### src/hdl/pose_pid_with_frame_rotation_defines.svh
// Assertion macros shared by the pose controller RTL.
// Included by the top level; depends on nothing else.
`ifndef POSE_PID_WITH_FRAME_ROTATION_DEFINES_SVH
`define POSE_PID_WITH_FRAME_ROTATION_DEFINES_SVH

// The consequent must hold in the cycle after the antecedent.
`define PPR_ASSERT_NEXT(label, clk, rst_n, ante, cons) \
    label: assert property (@(posedge clk) disable iff (!rst_n) (ante) |=> (cons)) \
        else $error("pose controller assertion failed");

// The consequent must hold in the same cycle as the antecedent.
`define PPR_ASSERT_SAME(label, clk, rst_n, ante, cons) \
    label: assert property (@(posedge clk) disable iff (!rst_n) (ante) |-> (cons)) \
        else $error("pose controller assertion failed");

`endif

### src/hdl/ppr_pkg.sv
// Shared constants, command and status types for the pose controller.
// Used by the controller, the datapath and the top level; no dependencies.
`timescale 1ns / 1ps

package ppr_pkg;

    // Number of CORDIC rotation steps and the count actually run.
    localparam int CORDIC_STEPS = 16;
    localparam int CORDIC_ITERS = (CORDIC_STEPS > 24) ? 24 : CORDIC_STEPS;

    // Restoring divider: a 49-bit dividend gives one quotient bit per step.
    localparam int DIV_STEPS = 49;

    // Microprogram lengths.
    localparam int MAC_STEPS = 10;
    localparam int ROT_STEPS = 7;

    // Angles in Q16.16.
    localparam logic signed [19:0] PI_Q      = 20'sd205887;
    localparam logic signed [19:0] TWO_PI_Q  = 20'sd411775;
    localparam logic signed [19:0] HALF_PI_Q = 20'sd102944;

    // CORDIC gain start value in Q2.30.
    localparam logic signed [32:0] CORDIC_K = 33'sd652032874;

    // Gain register reset value: kp = 1.0, ki = kd = 0.
    localparam logic [47:0] GAIN_RESET = 48'h1000_0000_0000;

    // Configuration register indexes.
    localparam logic [1:0] REG_GAINS_X       = 2'd0;
    localparam logic [1:0] REG_GAINS_Y       = 2'd1;
    localparam logic [1:0] REG_GAINS_HEADING = 2'd2;

    // Multiplier operand pairs.
    typedef enum logic [3:0] {
        MUL_NONE,
        MUL_ERR_DT,
        MUL_KP,
        MUL_KI_LO,
        MUL_KI_HI,
        MUL_KD_LO,
        MUL_KD_HI,
        MUL_VX_C,
        MUL_VY_S,
        MUL_VY_C,
        MUL_VX_S
    } t_mul_sel;

    // Operations on the registered product.
    typedef enum logic [3:0] {
        ACC_NONE,
        ACC_INTEG,
        ACC_SUM_FIRST,
        ACC_PART_SET,
        ACC_PART_ADD_HI,
        ACC_SUM_NEXT,
        ACC_VEL_SET,
        ACC_PART_ADD,
        ACC_PART_SUB,
        ACC_FWD_SET,
        ACC_LAT_SET
    } t_acc_op;

    // Commands from the controller to the datapath.
    typedef struct packed {
        logic       load;
        logic       div_start;
        logic       div_step;
        logic       div_end;
        logic       cordic_step;
        logic [4:0] cordic_idx;
        logic [1:0] axis;
        t_mul_sel   mul_sel;
        t_acc_op    acc_op;
        logic       out_load;
    } t_dp_cmd;

    // Status from the datapath to the controller.
    typedef struct packed {
        logic dt_zero;
    } t_dp_status;

    // CORDIC arctangent table, Q16.16.
    function automatic logic [16:0] atan_entry(input logic [4:0] idx);
        logic [16:0] v;
        unique case (idx)
            5'd0:    v = 17'd51472;
            5'd1:    v = 17'd30386;
            5'd2:    v = 17'd16055;
            5'd3:    v = 17'd8150;
            5'd4:    v = 17'd4091;
            5'd5:    v = 17'd2047;
            5'd6:    v = 17'd1024;
            5'd7:    v = 17'd512;
            5'd8:    v = 17'd256;
            5'd9:    v = 17'd128;
            5'd10:   v = 17'd64;
            5'd11:   v = 17'd32;
            5'd12:   v = 17'd16;
            5'd13:   v = 17'd8;
            5'd14:   v = 17'd4;
            5'd15:   v = 17'd2;
            5'd16:   v = 17'd1;
            default: v = 17'd0;
        endcase
        return v;
    endfunction

endpackage

### src/hdl/ppr_ctrl.sv
// Sequencer of the pose controller: runs divide, CORDIC, PID and rotation
// phases and drives the handshakes. Depends on ppr_pkg.
`timescale 1ns / 1ps

module ppr_ctrl
    import ppr_pkg::*;
(
    input  logic       i_clk,
    input  logic       i_rst_n,
    input  logic       i_in_valid,
    output logic       o_in_stall,
    output logic       o_out_valid,
    input  logic       i_out_stall,
    input  t_dp_status i_status,
    output t_dp_cmd    o_cmd
);

    typedef enum logic [2:0] {
        ST_IDLE,
        ST_DSTART,
        ST_DIV,
        ST_DEND,
        ST_MAC,
        ST_ROT,
        ST_OUT
    } t_state;

    t_state     r_state, n_state;
    logic [5:0] r_cnt, n_cnt;
    logic [1:0] r_axis, n_axis;
    logic       r_out_valid, n_out_valid;
    logic       n_out_free;

    assign n_out_free = !r_out_valid || !i_out_stall;

    // Commands and next state.
    always_comb begin
        o_cmd       = '0;
        o_cmd.axis  = r_axis;
        o_cmd.cordic_idx = r_cnt[4:0];
        n_state     = r_state;
        n_cnt       = r_cnt;
        n_axis      = r_axis;
        n_out_valid = r_out_valid && i_out_stall;
        unique case (r_state)
            ST_IDLE: begin
                if (i_in_valid) begin
                    o_cmd.load = 1'b1;
                    n_state    = ST_DSTART;
                end
            end
            ST_DSTART: begin
                // A zero time step ends the tick without a result.
                if (i_status.dt_zero) begin
                    n_state = ST_IDLE;
                end else begin
                    o_cmd.div_start = 1'b1;
                    n_cnt           = '0;
                    n_state         = ST_DIV;
                end
            end
            ST_DIV: begin
                // CORDIC runs alongside the first divider steps.
                o_cmd.div_step    = 1'b1;
                o_cmd.cordic_step = (r_cnt < 6'(CORDIC_ITERS));
                n_cnt             = r_cnt + 6'd1;
                if (r_cnt == 6'(DIV_STEPS - 1)) n_state = ST_DEND;
            end
            ST_DEND: begin
                o_cmd.div_end = 1'b1;
                n_cnt         = '0;
                n_axis        = '0;
                n_state       = ST_MAC;
            end
            ST_MAC: begin
                // Per axis: integrate, then kp, ki and kd terms.
                unique case (r_cnt)
                    6'd0: o_cmd.mul_sel = MUL_ERR_DT;
                    6'd1: begin
                        o_cmd.acc_op  = ACC_INTEG;
                        o_cmd.mul_sel = MUL_KP;
                    end
                    6'd2: begin
                        o_cmd.acc_op  = ACC_SUM_FIRST;
                        o_cmd.mul_sel = MUL_KI_LO;
                    end
                    6'd3: begin
                        o_cmd.acc_op  = ACC_PART_SET;
                        o_cmd.mul_sel = MUL_KI_HI;
                    end
                    6'd4: begin
                        o_cmd.acc_op  = ACC_PART_ADD_HI;
                        o_cmd.mul_sel = MUL_KD_LO;
                    end
                    6'd5: o_cmd.acc_op = ACC_SUM_NEXT;
                    6'd6: begin
                        o_cmd.acc_op  = ACC_PART_SET;
                        o_cmd.mul_sel = MUL_KD_HI;
                    end
                    6'd7: o_cmd.acc_op = ACC_PART_ADD_HI;
                    6'd8: o_cmd.acc_op = ACC_SUM_NEXT;
                    default: o_cmd.acc_op = ACC_VEL_SET;
                endcase
                n_cnt = r_cnt + 6'd1;
                if (r_cnt == 6'(MAC_STEPS - 1)) begin
                    n_cnt = '0;
                    if (r_axis == REG_GAINS_HEADING) n_state = ST_ROT;
                    else n_axis = r_axis + 2'd1;
                end
            end
            ST_ROT: begin
                // Rotate the global velocity into the robot frame.
                unique case (r_cnt)
                    6'd0: o_cmd.mul_sel = MUL_VX_C;
                    6'd1: begin
                        o_cmd.acc_op  = ACC_PART_SET;
                        o_cmd.mul_sel = MUL_VY_S;
                    end
                    6'd2: begin
                        o_cmd.acc_op  = ACC_PART_ADD;
                        o_cmd.mul_sel = MUL_VY_C;
                    end
                    6'd3: o_cmd.acc_op = ACC_FWD_SET;
                    6'd4: begin
                        o_cmd.acc_op  = ACC_PART_SET;
                        o_cmd.mul_sel = MUL_VX_S;
                    end
                    6'd5: o_cmd.acc_op = ACC_PART_SUB;
                    default: o_cmd.acc_op = ACC_LAT_SET;
                endcase
                n_cnt = r_cnt + 6'd1;
                if (r_cnt == 6'(ROT_STEPS - 1)) n_state = ST_OUT;
            end
            ST_OUT: begin
                // Wait until the output register is free.
                if (n_out_free) begin
                    o_cmd.out_load = 1'b1;
                    n_out_valid    = 1'b1;
                    n_state        = ST_IDLE;
                end
            end
            default: n_state = ST_IDLE;
        endcase
    end

    // State and registered outputs.
    always_ff @(posedge i_clk) begin
        if (!i_rst_n) begin
            r_state     <= ST_IDLE;
            r_cnt       <= '0;
            r_axis      <= '0;
            r_out_valid <= 1'b0;
        end else begin
            r_state     <= n_state;
            r_cnt       <= n_cnt;
            r_axis      <= n_axis;
            r_out_valid <= n_out_valid;
        end
    end

    assign o_in_stall  = (r_state != ST_IDLE);
    assign o_out_valid = r_out_valid;

endmodule

### config.mk
export PLATFORM = sky130hd
export DESIGN_NAME = ppr_ctrl
export DESIGN_NICKNAME = d
export VERILOG_FILES = /design/src/hdl/pose_pid_with_frame_rotation_defines.svh /design/src/hdl/ppr_pkg.sv /design/src/hdl/ppr_ctrl.sv
export SDC_FILE = /design/constraint.sdc
export NUM_CORES = 1
export LEC_CHECK = 0
export BUFFER_PORTS_ARGS = -buffer_cell sky130_fd_sc_hd__buf_2
export CAP_MARGIN = 20
export CORE_ASPECT_RATIO = 0.8
export CORE_MARGIN = 10
export CORE_UTILIZATION = 30
export DETAILED_ROUTE_END_ITERATION = 7
export GPL_TIMING_DRIVEN = 0
export PLACE_DENSITY = 0.59
export SYNTH_ARGS = -nofsm -noshare
export SYNTH_HDL_FRONTEND = slang
export SYNTH_SLANG_ARGS = --single-unit
### constraint.sdc
create_clock -name i_clk -period 2.2 [get_ports i_clk]
set_input_delay 0.22 -clock i_clk [delete_from_list [all_inputs] [get_ports i_clk]]
set_output_delay 0.22 -clock i_clk [all_outputs]
set_load 0.02 [all_outputs]
==> impl_metrics.toml <==
[die]
ios = 28
die_w_microns = 87.2
die_height_microns = 73.7
placeableCoreArea_sq_um = 3450
start_util = 0.314
rows = 19
design.die.area_sq_um = 6430

[job]
maxCapViolations = 0

[yosys]
synth_top_cell_by_area = "sky130_fd_sc_hd__dfxtp_1"
synth_top_cells_by_area = "sky130_fd_sc_hd__dfxtp_1 (22%), sky130_fd_sc_hd__ha_1 (5.8%), sky130_fd_sc_hd__a21oi_1 (5.5%)"
synth_flop_cell = "sky130_fd_sc_hd__dfxtp_1"
netlist.area_leader.share = 0.222
yosysSeqAreaShare = 0.222
yosysWarnings = 0
mappedNetlistNets = 161
ys_ff_latch = 12
synthesis.area_sq_um = 1080
syn-instance-count = 151
synth_async_sr_flop_share = 0
synth_enable_flop_cells = 0
ys_types = 43
synth_top_cells_by_count = "sky130_fd_sc_hd__nand2_1 (15), sky130_fd_sc_hd__nor2_1 (14), sky130_fd_sc_hd__a21oi_1 (12), sky130_fd_sc_hd__dfxtp_1 (12), sky130_fd_sc_hd__inv_1 (9)"
yosys.cell_count.top_type = "sky130_fd_sc_hd__nand2_1"
syn_area_per_cell_sq_um = 7.17

[critical_path]
setup.worst_path.start_class = "flop"
critical_path_arrival_ns = 1.85
worst_r2r_startpoint = "r_cnt[1]$_SDFFE_PN0P_"
critical_path.endpoint_type = "output port"
timing.reg2reg.worst_path_depth = 6
regToRegSetupSlack_ns = 0.34
critPathRequiredTime_ns = 1.98
path_class = "flop to output port"
crit_path_max_fanout = 10
timing.rr.end = "r_cnt[1]$_SDFFE_PN0P_"

[detailed_routing]
routed_wl_microns = 3050
routed-via-count = 1147
average_via_count_per_standard_cell = 5.17
average_wire_per_cell_in_the_routed_design_microns = 13.7
detail_route.iter0.violations = 135
drtAntennaViolNets = 0
firstDrtPassIters = 4
number_of_remaining_drc_errors = 0

[clocking]
root_buffer = "sky130_fd_sc_hd__clkbuf_8"
tritoncts = "done"
cts.reportedPaths.clkPinSlew_ns = 0.06
clockBufferDepth = 2
tritoncts.num_buffers = 3
clock-sinks = 12
htreeDepth = 1
clkLatencyLatePin_ns = 0.25

[placed_design]
place_hpwl_microns = 2330
pre_cts_ws_ns = -0.0101
routabilityCongestion = 0.801
place.port_buffers = 27

[global_routing]
grt_pass1_wl_microns = 4980
grt.overflow.total = 0
number_of_antenna_violations_at_the_first_check_in_global_routing = 0
via_count_of_the_first_global_routing_pass = 1033
gr-usage-all-layers = 0.0952
largest_net_degree_at_the_start_of_global_routing = 11

[finish]
antennaDiodeCount = 0
n_fill_cell = 364
layout_cells_sized_above_1 = 0.311
final_nets = 191
flow.area_growth_from_synthesis_pct = 27.6

[sta]
final.setup.worst_slack_ns = 0.127
timing.clock.skew_ns = 0.00561
finalSetupViolCount = 0
layout_min_cycle_time_ns = 2.07
fin_crit_sh = 0.942
worst_pin_slew_ns = 0.543
final-hold-violation-count = 0
grt_setup_unrepaired = "false"
holdWs_ns = 0.280
relSlewSlack = 0.638
max_clock_freq_ghz = 0.482
final-max-slew-violation-count = 0

[power_and_ir_drop]
pwr_density_nw_per_um2 = 488
vdd.ir_drop.worst_mv = 0.285
leakagePower_uw = 0.000623

[min_path]
hold_class = "input pin to flop"
worst_hold_startpoint = "i_out_stall"
hold_end = "o_out_valid$_SDFF_PN0_"
timing.hold.worst_path_depth = 3

[status]
outcome = "finished clean"
## state kept, by name, summed over array words and instances (netlist names)
| register | flops |
|---|---|
| r_state | 3 |
| o_out_valid | 1 |
| r_axis | 2 |
| r_cnt | 6 |
## worst max path at each step
stage / start / to / cells after the start / slack [ns]
3_5_place_dp: r_cnt[0]$_SDFFE_PN0P_ / o_cmd[1] / 7 / -0.01
6_report: r_cnt[2]$_SDFFE_PN0P_ / o_cmd[2] / 6 / 0.13
2_1_floorplan: r_cnt[0]$_SDFFE_PN0P_ / o_cmd[2] / 7 / 0.29
5_1_grt: r_cnt[1]$_SDFFE_PN0P_ / o_cmd[1] / 7 / 0.01
3_3_place_gp: r_cnt[0]$_SDFFE_PN0P_ / o_cmd[1] / 7 / -0.0008
4_1_cts: r_cnt[3]$_SDFFE_PN0P_ / o_cmd[3] / 6 / 0.01
## critical path, stage by stage (launching register included)
cell and delay, ns:
sky130_fd_sc_hd__dfxtp_1 0.44, sky130_fd_sc_hd__clkbuf_1 0.39, sky130_fd_sc_hd__a21oi_1 0.11, sky130_fd_sc_hd__o22ai_1 0.19, sky130_fd_sc_hd__o2111ai_1 0.13, sky130_fd_sc_hd__and3_1 0.18
sky130_fd_sc_hd__buf_2 0.15
## metrics by stage
step / setup TNS, ns / total power, uW / area [sq um] / utilization / std cells
global route: 0 / 711 / 1380 / 0.401 / 222
floorplan: 0 / 363 / 1080 / - / 151
finish: 0 / 674 / 1380 / 0.401 / 222
global placement: -0.000803 / 407 / 1270 / 0.368 / 220
CTS: 0 / 668 / 1340 / 0.389 / 223
detailed placement: -0.0101 / 406 / 1270 / 0.368 / 220
## cell families after synthesis
logic type               synth area share
multiplexers                       0.0197
XOR/XNOR                           0.0405
buffers and inverters              0.0936
AO/OA/AOI/OAI                       0.271
adder cells (fa/ha/maj)            0.0578
flip-flops                          0.222
AND/OR/NAND/NOR                     0.296
## per-layer routing
| layer | vias up | part of all wire | track usage |
|---|---|---|---|
| met3 | 5 | 0.059 | 0.0309 |
| met1 | 513 | 0.51 | 0.130 |
| li1 | 594 | - | - |
| met5 | - | 0 | 0 |
| met2 | 35 | 0.42 | 0.136 |
| met4 | 0 | 0.011 | 0.0318 |
## report_power, final
| group | internal (uW) | leakage (uW) | switching (uW) |
|---|---|---|---|
| Clock | 159 | 0.0000288 | 94.8 |
| Sequential | 225 | 0.0000980 | 11.7 |
| Combinational | 78.7 | 0.000496 | 106 |
## placed cells by master (no fill, tap or decap), types with 2 or more instances in the layout
cell type / count
sky130_fd_sc_hd__xor2_1: 3
sky130_fd_sc_hd__buf_4: 6
sky130_fd_sc_hd__nor2b_1: 7
sky130_fd_sc_hd__nor3_1: 4
sky130_fd_sc_hd__nor2_1: 13
sky130_fd_sc_hd__clkbuf_1: 2
sky130_fd_sc_hd__a21oi_1: 12
sky130_fd_sc_hd__o21ai_0: 7
sky130_fd_sc_hd__o2111ai_1: 4
sky130_fd_sc_hd__and2_1: 2
sky130_fd_sc_hd__ha_1: 2
sky130_fd_sc_hd__and3_1: 2
sky130_fd_sc_hd__clkbuf_2: 3
sky130_fd_sc_hd__or2_2: 2
sky130_fd_sc_hd__xnor2_1: 2
sky130_fd_sc_hd__or3_1: 3
sky130_fd_sc_hd__o21a_1: 2
sky130_fd_sc_hd__nand2b_1: 3
sky130_fd_sc_hd__a31oi_1: 2
sky130_fd_sc_hd__clkbuf_8: 4
sky130_fd_sc_hd__o22ai_1: 2
sky130_fd_sc_hd__nand3_1: 3
sky130_fd_sc_hd__dfxtp_1: 10
sky130_fd_sc_hd__nand3b_1: 2
sky130_fd_sc_hd__inv_1: 9
sky130_fd_sc_hd__ha_2: 2
sky130_fd_sc_hd__buf_2: 27
sky130_fd_sc_hd__nand2_1: 15
sky130_fd_sc_hd__dfxtp_2: 2
## layout make-up
type / instances / area, sq um / area share
flip-flops and latches: 12 / 243 / 0.176
repair buffers: 28 / 143 / 0.103
plain buffers: 10 / 60.1 / 0.0435
multi-input cells: 117 / 795 / 0.575
well taps: 42 / 52.6 / 0.0380
inverters: 9 / 33.8 / 0.0245
clock buffers: 4 / 55.1 / 0.0399
## timing repair
action | in CTS | in global routing
setup buffers | 1 | 0
setup endpoints to repair | 3 | 6
pin swaps | 1 | 0
gates resized for setup | 5 | 14
endpoints found under the hold margin | 0 | 0
hold buffers | 0 | 0
Power figures use the tool's default switching activity.
